--- config.mk ---
export PLATFORM = sky130hd
export DESIGN_NAME = periodic_timer_table
export DESIGN_NICKNAME = d
export VERILOG_FILES = /design/src/hw/rtl/ptt_pkg.sv /design/src/hw/rtl/periodic_timer_table.sv /design/src/hw/rtl/ptt_ram.sv
export SDC_FILE = /design/constraint.sdc
export NUM_CORES = 2
export LEC_CHECK = 0
export BUFFER_PORTS_ARGS = -buffer_cell sky130_fd_sc_hd__buf_2
export CELL_PAD_IN_SITES_DETAIL_PLACEMENT = 0
export CELL_PAD_IN_SITES_GLOBAL_PLACEMENT = 1
export CORE_AREA = 2 2 406 569
export DETAILED_ROUTE_END_ITERATION = 7
export DIE_AREA = 0 0 408 571
export GPL_TIMING_DRIVEN = 0
export PLACE_DENSITY_LB_ADDON = 0.25
export SETUP_SLACK_MARGIN = 0.5
export SLEW_MARGIN = 20
export SYNTH_ARGS = -nofsm -noshare
export SYNTH_HDL_FRONTEND = slang
export SYNTH_HIERARCHICAL = 1
export SYNTH_SLANG_ARGS = --single-unit
export TNS_END_PERCENT = 30
--- constraint.sdc ---
create_clock -name clk -period 26.3 [get_ports clk]
set_input_delay 2.63 -clock clk [delete_from_list [all_inputs] [get_ports clk]]
set_output_delay 2.63 -clock clk [all_outputs]
set_load 0.05 [all_outputs]
--- src/hw/rtl/ptt_pkg.sv ---
// Shared types and constants for the periodic timer table.
`timescale 1ns / 1ps
`default_nettype none

package ptt_pkg;

	// Command codes carried on the opcode port.
	typedef enum logic [1:0] {
		OP_TICK = 2'd0,
		OP_SET  = 2'd1,
		OP_KILL = 2'd2
	} op_t;

	// Sequencer states.
	typedef enum logic [1:0] {
		ST_IDLE,
		ST_SCAN,
		ST_FINISH
	} state_t;

	// One table entry as stored in the entry memory.
	typedef struct packed {
		logic [31:0] id;
		logic [31:0] period;
		logic [31:0] count;
	} entry_t;

	// Result kinds.
	localparam logic KIND_STATUS = 1'b0;
	localparam logic KIND_EXPIRY = 1'b1;

	// Register map and register reset values.
	localparam int          ADDR_W          = 3;
	localparam int          REG_TICK_STEP   = 0;
	localparam int          STEP_W          = 10;
	localparam logic [9:0]  TICK_STEP_RESET = 10'd50;

	// Most expiry beats reported for a single tick.
	localparam int MAX_RESULTS = 16;

endpackage : ptt_pkg

`default_nettype wire

--- src/hw/rtl/periodic_timer_table.sv ---
// Top level of the periodic timer table: sequencer, entry memory and register port.
//
//  Channel   Signals                                      Handshake
//  --------  -------------------------------------------  -------------------------------
//  command   start, busy, opcode, timer_id, period        beat taken when start && !busy
//  result    result_valid, kind, success, fired_id, last  one-cycle strobe, no back-pressure
//  config    psel, penable, pwrite, paddr, pwdata,        APB, pready always high
//            prdata, pready
//
// Every tick, set or kill keeps busy high while the sequencer walks the entry memory one
// slot per cycle through its single read port, then evaluates the last slot, sees the read
// pipeline empty and finishes. Each expiry beat is held until the next slot fires, so beats
// leave during the walk, and the final beat of a command appears in the first cycle with
// busy low.
// An unused opcode is taken and dropped with busy staying low.
// Reset clears the valid bits, the sequencer and tick_step (to 50); the memory needs no clear.
`timescale 1ns / 1ps
`default_nettype none

module periodic_timer_table #(
	parameter int NUM_TIMERS = 16
) (
	input  wire logic                        clk,
	input  wire logic                        arst_n,
	// Command channel.
	input  wire logic                        start,
	output logic                             busy,
	input  wire logic [1:0]                  opcode,
	input  wire logic [31:0]                 timer_id,
	input  wire logic [31:0]                 period,
	// Result channel.
	output logic                             result_valid,
	output logic                             kind,
	output logic                             success,
	output logic [31:0]                      fired_id,
	output logic                             last,
	// Configuration port.
	input  wire logic                        psel,
	input  wire logic                        penable,
	input  wire logic                        pwrite,
	input  wire logic [ptt_pkg::ADDR_W-1:0]  paddr,
	input  wire logic [31:0]                 pwdata,
	output logic      [31:0]                 prdata,
	output logic                             pready
);

	localparam int IDX_W = (NUM_TIMERS > 1) ? $clog2(NUM_TIMERS) : 1;
	localparam int CNT_W = $clog2(NUM_TIMERS + 1);
	localparam int RES_W = $clog2(ptt_pkg::MAX_RESULTS + 1);
	localparam int ENT_W = $bits(ptt_pkg::entry_t);

	ptt_pkg::state_t state_q, state_d;

	ptt_pkg::op_t                 op_q;
	logic [31:0]                  id_q;
	logic [31:0]                  period_q;
	logic [ptt_pkg::STEP_W-1:0]   tick_step_q;
	logic [NUM_TIMERS-1:0]        valid_q;
	logic [CNT_W-1:0]             rd_cnt_q;
	logic                         vld_s1;
	logic [IDX_W-1:0]             idx_s1;
	logic                         found_q;
	logic [IDX_W-1:0]             slot_q;
	logic                         pend_q;
	logic [31:0]                  pend_id_q;
	logic [RES_W-1:0]             n_q;

	logic                         result_valid_q;
	logic                         kind_q;
	logic                         success_q;
	logic [31:0]                  fired_id_q;
	logic                         last_q;

	logic                         op_known;
	logic                         accept;
	logic                         rd_issue;
	logic [ENT_W-1:0]             ram_rdata;
	ptt_pkg::entry_t              ent;
	logic                         hit_valid;
	logic [32:0]                  sum;
	logic [31:0]                  cnt_sat;
	logic                         fire;
	logic [31:0]                  new_cnt;
	logic                         tick_we;
	logic                         id_match;
	logic [IDX_W-1:0]             free_idx;
	logic                         free_any;
	logic [IDX_W-1:0]             set_slot;
	logic                         set_ok;
	logic                         finish_set;
	logic                         ram_we;
	logic [IDX_W-1:0]             ram_waddr;
	ptt_pkg::entry_t              ram_wdata;
	logic                         cfg_wr;
	logic                         cfg_hit;

	// Command decode; the unused opcode is accepted but starts nothing.
	assign op_known = (opcode == ptt_pkg::OP_TICK) || (opcode == ptt_pkg::OP_SET) ||
		(opcode == ptt_pkg::OP_KILL);
	assign busy     = (state_q != ptt_pkg::ST_IDLE);
	assign accept   = start && !busy && op_known;
	assign rd_issue = (state_q == ptt_pkg::ST_SCAN) && (rd_cnt_q != CNT_W'(NUM_TIMERS));

	// Sequencer state register.
	always_ff @(posedge clk or negedge arst_n) begin
		if (!arst_n) begin
			state_q <= ptt_pkg::ST_IDLE;
		end else begin
			state_q <= state_d;
		end
	end

	// Next state: walk all slots, drain the evaluate stage, then finish.
	always_comb begin
		state_d = state_q;
		unique case (state_q)
			ptt_pkg::ST_IDLE: begin
				if (accept) state_d = ptt_pkg::ST_SCAN;
			end
			ptt_pkg::ST_SCAN: begin
				if (!rd_issue && !vld_s1) state_d = ptt_pkg::ST_FINISH;
			end
			ptt_pkg::ST_FINISH: begin
				state_d = ptt_pkg::ST_IDLE;
			end
			default: begin
				state_d = ptt_pkg::ST_IDLE;
			end
		endcase
	end

	// Entry memory holding id, period and count of each slot.
	ptt_ram #(
		.WIDTH (ENT_W),
		.DEPTH (NUM_TIMERS),
		.AW    (IDX_W)
	) u_entry_ram (
		.clk   (clk),
		.we    (ram_we),
		.waddr (ram_waddr),
		.wdata (ram_wdata),
		.re    (rd_issue),
		.raddr (rd_cnt_q[IDX_W-1:0]),
		.rdata (ram_rdata)
	);

	// Evaluate stage: saturating count update and expiry check.
	assign ent       = ptt_pkg::entry_t'(ram_rdata);
	assign hit_valid = vld_s1 && valid_q[idx_s1];
	assign sum       = {1'b0, ent.count} + {{(33 - ptt_pkg::STEP_W){1'b0}}, tick_step_q};
	assign cnt_sat   = sum[32] ? 32'hFFFF_FFFF : sum[31:0];
	assign fire      = (cnt_sat >= ent.period);
	assign new_cnt   = fire ? 32'd0 : cnt_sat;
	assign tick_we   = hit_valid && (op_q == ptt_pkg::OP_TICK);
	assign id_match  = hit_valid && (op_q != ptt_pkg::OP_TICK) && (ent.id == id_q) && !found_q;

	// Lowest free slot from the valid bits.
	always_comb begin
		free_idx = '0;
		free_any = 1'b0;
		for (int i = NUM_TIMERS - 1; i >= 0; i--) begin
			if (!valid_q[i]) begin
				free_idx = IDX_W'(i);
				free_any = 1'b1;
			end
		end
	end

	assign set_slot   = found_q ? slot_q : free_idx;
	assign set_ok     = found_q || free_any;
	assign finish_set = (state_q == ptt_pkg::ST_FINISH) && (op_q == ptt_pkg::OP_SET) && set_ok;

	// Write port: count write-back during a tick, new entry at the end of a set.
	always_comb begin
		ram_we    = tick_we || finish_set;
		ram_waddr = tick_we ? idx_s1 : set_slot;
		if (tick_we) begin
			ram_wdata.id     = ent.id;
			ram_wdata.period = ent.period;
			ram_wdata.count  = new_cnt;
		end else begin
			ram_wdata.id     = id_q;
			ram_wdata.period = period_q;
			ram_wdata.count  = 32'd0;
		end
	end

	// Read pipeline and match flag, cleared when a command is accepted.
	always_ff @(posedge clk or negedge arst_n) begin
		if (!arst_n) begin
			rd_cnt_q <= '0;
			vld_s1   <= 1'b0;
			found_q  <= 1'b0;
		end else begin
			vld_s1 <= rd_issue;
			if (accept) begin
				rd_cnt_q <= '0;
				found_q  <= 1'b0;
			end else begin
				if (rd_issue) rd_cnt_q <= rd_cnt_q + CNT_W'(1);
				if (id_match) found_q <= 1'b1;
			end
		end
	end

	// Payload registers of the command and the pipeline.
	always_ff @(posedge clk) begin
		if (accept) begin
			op_q     <= ptt_pkg::op_t'(opcode);
			id_q     <= timer_id;
			period_q <= period;
		end
		idx_s1 <= rd_cnt_q[IDX_W-1:0];
		if (id_match) slot_q <= idx_s1;
	end

	// Valid bits, updated when a set or kill finishes.
	always_ff @(posedge clk or negedge arst_n) begin
		if (!arst_n) begin
			valid_q <= '0;
		end else if (finish_set) begin
			valid_q[set_slot] <= 1'b1;
		end else if ((state_q == ptt_pkg::ST_FINISH) && (op_q == ptt_pkg::OP_KILL) &&
				found_q) begin
			valid_q[slot_q] <= 1'b0;
		end
	end

	// Result control: one expiry is held back so the final beat can carry last.
	always_ff @(posedge clk or negedge arst_n) begin
		if (!arst_n) begin
			result_valid_q <= 1'b0;
			pend_q         <= 1'b0;
			n_q            <= '0;
		end else begin
			result_valid_q <= 1'b0;
			if (accept) begin
				pend_q <= 1'b0;
				n_q    <= '0;
			end else if (tick_we && fire && (n_q < RES_W'(ptt_pkg::MAX_RESULTS))) begin
				result_valid_q <= pend_q;
				pend_q         <= 1'b1;
				n_q            <= n_q + RES_W'(1);
			end else if (state_q == ptt_pkg::ST_FINISH) begin
				result_valid_q <= (op_q != ptt_pkg::OP_TICK) || pend_q;
				pend_q         <= 1'b0;
			end
		end
	end

	// Result payload.
	always_ff @(posedge clk) begin
		if (tick_we && fire && (n_q < RES_W'(ptt_pkg::MAX_RESULTS))) begin
			pend_id_q  <= ent.id;
			kind_q     <= ptt_pkg::KIND_EXPIRY;
			success_q  <= 1'b0;
			fired_id_q <= pend_id_q;
			last_q     <= 1'b0;
		end else if (state_q == ptt_pkg::ST_FINISH) begin
			last_q <= 1'b1;
			if (op_q == ptt_pkg::OP_TICK) begin
				kind_q     <= ptt_pkg::KIND_EXPIRY;
				success_q  <= 1'b0;
				fired_id_q <= pend_id_q;
			end else begin
				kind_q     <= ptt_pkg::KIND_STATUS;
				success_q  <= (op_q == ptt_pkg::OP_SET) ? set_ok : found_q;
				fired_id_q <= 32'd0;
			end
		end
	end

	assign result_valid = result_valid_q;
	assign kind         = kind_q;
	assign success      = success_q;
	assign fired_id     = fired_id_q;
	assign last         = last_q;

	// Configuration register.
	assign cfg_wr  = psel && penable && pwrite;
	assign cfg_hit = (paddr[ptt_pkg::ADDR_W-1] == 1'(ptt_pkg::REG_TICK_STEP));

	always_ff @(posedge clk or negedge arst_n) begin
		if (!arst_n) begin
			tick_step_q <= ptt_pkg::TICK_STEP_RESET;
		end else if (cfg_wr && cfg_hit) begin
			tick_step_q <= pwdata[ptt_pkg::STEP_W-1:0];
		end
	end

	assign prdata = cfg_hit ? {{(32 - ptt_pkg::STEP_W){1'b0}}, tick_step_q} : 32'd0;
	assign pready = 1'b1;

endmodule : periodic_timer_table

`default_nettype wire

--- src/hw/rtl/ptt_ram.sv ---
// Generic simple dual-port RAM with one write port and a registered read port.
`timescale 1ns / 1ps
`default_nettype none

module ptt_ram #(
	parameter int WIDTH = 96,
	parameter int DEPTH = 16,
	parameter int AW    = (DEPTH > 1) ? $clog2(DEPTH) : 1
) (
	input  wire logic             clk,
	input  wire logic             we,
	input  wire logic [AW-1:0]    waddr,
	input  wire logic [WIDTH-1:0] wdata,
	input  wire logic             re,
	input  wire logic [AW-1:0]    raddr,
	output logic      [WIDTH-1:0] rdata
);

	logic [WIDTH-1:0] mem_q [DEPTH];

	// Write port.
	always_ff @(posedge clk) begin
		if (we) begin
			mem_q[waddr] <= wdata;
		end
	end

	// Registered read port, updated only when re is high.
	always_ff @(posedge clk) begin
		if (re) begin
			rdata <= mem_q[raddr];
		end
	end

endmodule : ptt_ram

`default_nettype wire

=== Word-level counts from Yosys, hierarchy flattened ===
Memories as Yosys holds them, arrays and structs flattened. A register that Yosys moved wholly into a read port is not among the register bits.
Index checks and enable logic that the tools add are counted.

* Memories kept: 1
* Memory bits (writable): 1536
* Output and inout bits: 70
* Word-level logic and storage cells: 154
* Input bits: 107
* Register bits after elaboration: 183

{| class="wikitable"
|+ Memories
! name !! depth !! width !! rd ports !! clocked after Yosys merged registers in !! write ports !! line !! RTL
|-
| u_entry_ram.mem_q || 16 || 96 || 1 || 1 || 1 || ptt_ram.sv:19 || <nowiki>logic [WIDTH-1:0] mem_q [DEPTH];</nowiki>
|}

* Reductions and logical operators: 41
* Equality and inequality tests: 10
* Mux-type cells: 69
* Order comparisons: 7
* $add $sub $neg: 3
* Bitwise logic cells: 4

{| class="wikitable"
|+ Operators by type and width
! kind !! number
|-
| $mux W32 || 5
|-
| $mux W96 || 1
|-
| $mux W4 || 18
|-
| $add A32 B10 Y33 || 1
|-
| $eq A32 B32 Y1 || 1
|-
| $ge A32 B32 Y1 || 1
|-
| $mux W1 || 32
|-
| $mux W16 || 2
|-
| $logic_and A1 B1 Y1 || 20
|-
| $mux W5 || 4
|-
| $and A16 B16 Y16 || 1
|-
| $not A16 Y16 || 1
|-
| $or A16 B16 Y16 || 1
|-
| $lt A4 B5 Y1 const B || 3
|-
| $reduce_bool A2 Y1 || 7
|-
| $add A5 B1 Y5 const B || 2
|-
| $mux W10 || 1
|-
| $demux W1 S4 || 2
|-
| $ge A4 B1 Y1 const B || 2
|-
| $eq A2 B1 Y1 const B || 3
|-
| $eq A2 B2 Y1 const B || 3
|-
| $logic_not A2 Y1 || 3
|-
| $logic_or A1 B1 Y1 || 5
|-
| $lt A5 B5 Y1 const B || 1
|-
| 10 further kinds || 14
|}

=== Depth between registers and ports, before layout ===
* Depth in word-level cells: 23
* Depth in mapped cells: 20
* Gate-level depth less buffers: 18

=== Cells and area by module ===
Netlist, hierarchy kept.

{| class="wikitable"
|+ By module, submodules not included
! module !! cells each !! times used !! seq. area each (µm²) !! area each (µm²)
|-
| ptt_ram || 2460 || 1 || 49007.0 || 60315.3
|-
| periodic_timer_table || 978 || 1 || 5218.8 || 10070.9
|}

=== Least setup slack after synthesis ===
Ideal clock, no wire load.

* Path type: register to register
* Start: register idx_s1[1]
* End: memory u_entry_ram.mem_q[0][0] (enable)
* Setup slack: 16.583 ns
* Arrival time: 9.049 ns
* Cell stages (with the launch flop): 11
* Path buffers: 3
* Period minus slack after synthesis: 9.717 ns
* Setup time: 0.668 ns
* Data required time: 25.632 ns
* Cells stage by stage: dfxtp_1 -> buf_4 -> mux4_1 -> mux2i_1 -> mux2_2 -> or2_2 -> buf_2 -> clkbuf_1 -> a21oi_1 -> or3b_2 -> nor3_1

* Elaborated cells between the ends (all ways): 8
* Classes of those cells: mux (5); reduce/logical (3)

{| class="wikitable"
|+ RTL lines
! item !! line !! RTL
|-
| from (decl) || periodic_timer_table.sv:61 || <nowiki>logic [IDX_W-1:0] idx_s1;</nowiki>
|-
| from (signal assigned) || periodic_timer_table.sv:213 || <nowiki>idx_s1 <= rd_cnt_q[IDX_W-1:0];</nowiki>
|-
| $bmux W1 S4 || periodic_timer_table.sv:149 || <nowiki>assign hit_valid = vld_s1 && valid_q[idx_s1];</nowiki>
|-
| $mux W1 (not written as such) || periodic_timer_table.sv:149 ||
|-
| $logic_and A1 B1 Y1 || periodic_timer_table.sv:149 ||
|-
| $logic_and A1 B1 Y1 || periodic_timer_table.sv:154 || <nowiki>assign tick_we = hit_valid && (op_q == ptt_pkg::OP_TICK);</nowiki>
|-
| $mux W4 || periodic_timer_table.sv:176 || <nowiki>ram_waddr = tick_we ? idx_s1 : set_slot;</nowiki>
|-
| named net ram_waddr[3] || periodic_timer_table.sv:92 || <nowiki>logic [IDX_W-1:0] ram_waddr;</nowiki>
|-
| to (decl) || ptt_ram.sv:19 ||
|}

The timed path passes the listed nets, and every way through them passes these cells. The select of a mux whose other input is x is not followed.

==> flow_summary.json <==
{
  "layout_min_cycle_time_ns": 8.12,
  "post_drt_wl_per_cell_um": 28.2,
  "ir_drop_worst_vdd_mv": 0.0521,
  "worst_pin_slew_ns": 1.16,
  "min-delay-start": "idx_s1[1]$_DFF_P_",
  "finalWeightedCongestion": 0.765,
  "io_buffers": 129,
  "nNetsFinal": 4104,
  "vias_per_cell": 4.97,
  "setup.worst_path.start_class": "register",
  "cp_slowest_stage_delay_ns": 1.00,
  "setup-violations-final": 0,
  "library_cells_used_by_synthesis": 66,
  "max_cap_viol_count": 0,
  "total_power_w": 0.00807,
  "cp_cell_sequence": "ha_1, o21ai_0, o21a_1, o211a_1, nor2_1, nand3_1, clkbuf_1, nand2_1, ha_1, a211oi_1, nor2_1, a211oi_1, o21ai_1, a2111oi_4, nand2_1, buf_1, a21oi_1",
  "first_global_vias": 37000,
  "min_path_cells": 0,
  "hold_ws_ns": 0.431,
  "worst_r2r_endpoint": "u_entry_ram/mem_q[2][13]$_DFFE_PP_",
  "worst_r2r_path_depth": 17,
  "reg2reg_from": "u_entry_ram/rdata[3]$_DFFE_PP_",
  "start_util_pct": 30.8,
  "drive_above_1_share_pct": 26.9,
  "overflow_after_grt": 0,
  "post-dp-hpwl_um": 136000,
  "route.detailed.drc": 0,
  "worst-endpoint-required_ns": 26.78,
  "synth-seq-cells": 1815,
  "floorplan.die.width_um": 408,
  "track_usage_pct": 17.1,
  "number_of_synthesis_warnings": 6,
  "cts.hold.buffers_added": 0,
  "synth_seq_area_share_pct": 77.0,
  "slew_viol_final": 0,
  "die_y_um": 571,
  "row_count": 208,
  "status": "complete, no violations",
  "clock_tree.htree_level_count": 4,
  "cts_root_buffer": "clkbuf_16",
  "cts_sinks": 1815,
  "cellPowerDensity_nw_per_um2": 96.5,
  "end_point_of_the_most_critical_hold_path": "slot_q[1]$_DFFE_PP_",
  "area_delta_synth_final_pct": 18.8,
  "wirelength_um": 201000,
  "syn_area_um2": 70400,
  "p_leak_nw": 26.5,
  "worst-setup-path-type": "register to register",
  "skew_ns": 0.0428,
  "clk_pin_slew_worst_paths_ns": 0.06,
  "hold_viol": 0,
  "timing.critical_path.to_type": "register",
  "synth-edff-count": 1766,
  "tritoncts.num_buffers": 184,
  "largest_net_degree_at_the_start_of_global_routing": 76,
  "critical_path_peak_fanout": 16,
  "synthFlopType": "edfxtp_1",
  "vias": 35500,
  "clk_latency_ns": 0.85,
  "die_area_um2": 233000,
  "antenna_left": 0,
  "grt_first_pass_wirelength_um": 283000,
  "synth.avg_cell_area_um2": 20.5,
  "max_freq_mhz": 123,
  "timing.critical_path.buf_inv": 2,
  "detail_route.first_pass.iterations": 5,
  "timing.final.crit_share_pct": 30.9,
  "dpl_cell_area_um2": 77900,
  "detail_route.iter0.violations": 3089,
  "design.portCount": 177,
  "synth-async-reset-ratio_pct": 2.31,
  "syn_inst": 3438,
  "final_cell_area_um2": 83600,
  "grt_setup_unrepaired": "false",
  "cts_setup_buffers": 0,
  "hold_crit_class": "register to register",
  "setup.reg_to_reg.worst_slack_ns": 18.18,
  "cts.path.max_buffers": 4,
  "critical_path.top_delay_family": "compound AO/OA/AOI/OAI gates",
  "max-slew-margin-rel_pct": 23.0,
  "core_um2": 228000,
  "antenna_violations_before_repair": 7,
  "timing.critical_path.slowest_stage_cell": "a21oi_1",
  "final.setup.tns_ns": 0,
  "worst-endpoint-arrival_ns": 8.61,
  "clock_tree_from_tritoncts": "done",
  "resized_after_cts": 0
}
[cell families (layout without fill, tap and decap cells)]
family / Yosys count / count (layout) / share of synthesized area, %
compound gates: 376 / 376 / 3.60
xor+xnor: 47 / 47 / 0.585
fa+ha+maj: 46 / 46 / 0.828
buf+inv: 233 / 863 / 1.76
flops: 1815 / 1815 / 77.0
mux: 414 / 414 / 12.9
other cells: 2 / 26 / 0.0107
simple gates: 505 / 505 / 3.31
[cell usage after synthesis (all sizes together) (6+ instances only)]
library cell | count | area share [%]
o21ai | 85 | 0.60
edfxtp | 1766 | 75
mux2 | 17 | 0.27
xor2 | 20 | 0.25
and2 | 38 | 0.34
nor3 | 17 | 0.12
clkbuf | 75 | 0.40
and3 | 28 | 0.25
ha | 45 | 0.80
inv | 45 | 0.24
xnor2 | 27 | 0.34
a31oi | 11 | 0.098
a21o | 8 | 0.085
a21oi | 42 | 0.30
mux2i | 7 | 0.10
nor2 | 51 | 0.27
nand2b | 11 | 0.098
dfrtp | 39 | 1.4
nand3b | 6 | 0.064
mux4 | 390 | 13
nand4 | 16 | 0.14
nor2b | 23 | 0.20
dfxtp | 7 | 0.20
nand2 | 280 | 1.5
a211oi | 11 | 0.12
nand3 | 13 | 0.092
buf | 112 | 1.1
a22oi | 193 | 2.1
[cell type report]
class	count	area (um2)
timing repair buffer	306	3450
sequential	1815	54200
antenna	3	7.51
multi-input combinational	1411	15200
buffer	188	1080
clock buffer	220	4800
tap	3045	3810
fill	21000	145000
inverter	45	169
clock inverter	104	873
[power breakdown]
| part | leakage, nW | internal [W] | switching (W) |
|---|---|---|---|
| registers | 16.0 | 0.00336 | 0.0000858 |
| logic | 7.75 | 0.000818 | 0.00128 |
| clock network | 2.75 | 0.00143 | 0.00111 |
| total | 26.5 | 0.00560 | 0.00247 |
[worst max-delay path by stage]
stage	startpoint	end	slack, ns	cells past startpoint
detailed placement	u_entry_ram/rdata[3]$_DFFE_PP_	u_entry_ram/mem_q[4][3]$_DFFE_PP_	17.71	17
CTS	u_entry_ram/rdata[3]$_DFFE_PP_	u_entry_ram/mem_q[6][3]$_DFFE_PP_	17.71	17
floorplan	idx_s1[1]$_DFF_P_	u_entry_ram/mem_q[0][0]$_DFFE_PP_	16.58	10
finish	u_entry_ram/rdata[3]$_DFFE_PP_	u_entry_ram/mem_q[2][13]$_DFFE_PP_	18.18	17
global placement	op_q[0]$_DFFE_PP_	u_entry_ram/mem_q[12][50]$_DFFE_PP_	4.41	8
global route	u_entry_ram/rdata[3]$_DFFE_PP_	u_entry_ram/mem_q[13][17]$_DFFE_PP_	17.63	17
[through the flow]
step	std cells	worst slack [ns]	utilization, %
finish	7137	18.18	36.6
detailed placement	6810	17.71	34.1
CTS	7134	17.71	36.6
global placement	6633	4.41	32.8
floorplan	3459	16.58	-
global route	7135	17.63	36.6
[sequential cells by signal, summed over array words and instances, names as in the netlist, 2 cells and up]
signal,cells
n_q,5
slot_q,4
valid_q,16
u_entry_ram/mem_q,1536
tick_step_q,10
idx_s1,4
id_q,32
period_q,32
u_entry_ram/rdata,96
state_q,2
fired_id,32
pend_id_q,32
op_q,2
rd_cnt_q,5
[cells in the final DEF, fill, tap and decap left out, drive strengths merged, types with 8 or more instances in the layout]
| cell type | synthesis | final |
|---|---|---|
| edfxtp | 1766 | 1766 |
| buf | 112 | 418 |
| mux4 | 390 | 390 |
| clkbuf | 75 | 295 |
| nand2 | 280 | 280 |
| a22oi | 193 | 193 |
| o21ai | 85 | 85 |
| clkinv | 0 | 76 |
| nor2 | 51 | 51 |
| inv | 45 | 48 |
| ha | 45 | 45 |
| a21oi | 42 | 42 |
| dfrtp | 39 | 39 |
| and2 | 38 | 38 |
| and3 | 28 | 28 |
| xnor2 | 27 | 27 |
| conb | 2 | 23 |
| nor2b | 23 | 23 |
| xor2 | 20 | 20 |
| mux2 | 17 | 17 |
| nor3 | 17 | 17 |
| nand4 | 16 | 16 |
| nand3 | 13 | 13 |
| bufinv | 0 | 13 |
| clkinvlp | 0 | 12 |
| a31oi | 11 | 11 |
| nand2b | 11 | 11 |
| a211oi | 11 | 11 |
| a21o | 8 | 8 |
[layer usage]
metal	part of all wire, %	vias up	wire length [um]	GRT usage (%)
met1	41	19200	82600	21.7
met4	2.6	2	5140	4.76
met5	0.0065	-	13	0
li1	-	15100	-	-
met2	52	910	104000	30.5
met3	4.5	269	8970	2.21
No activity file was read; power rests on OpenSTA's default activity.
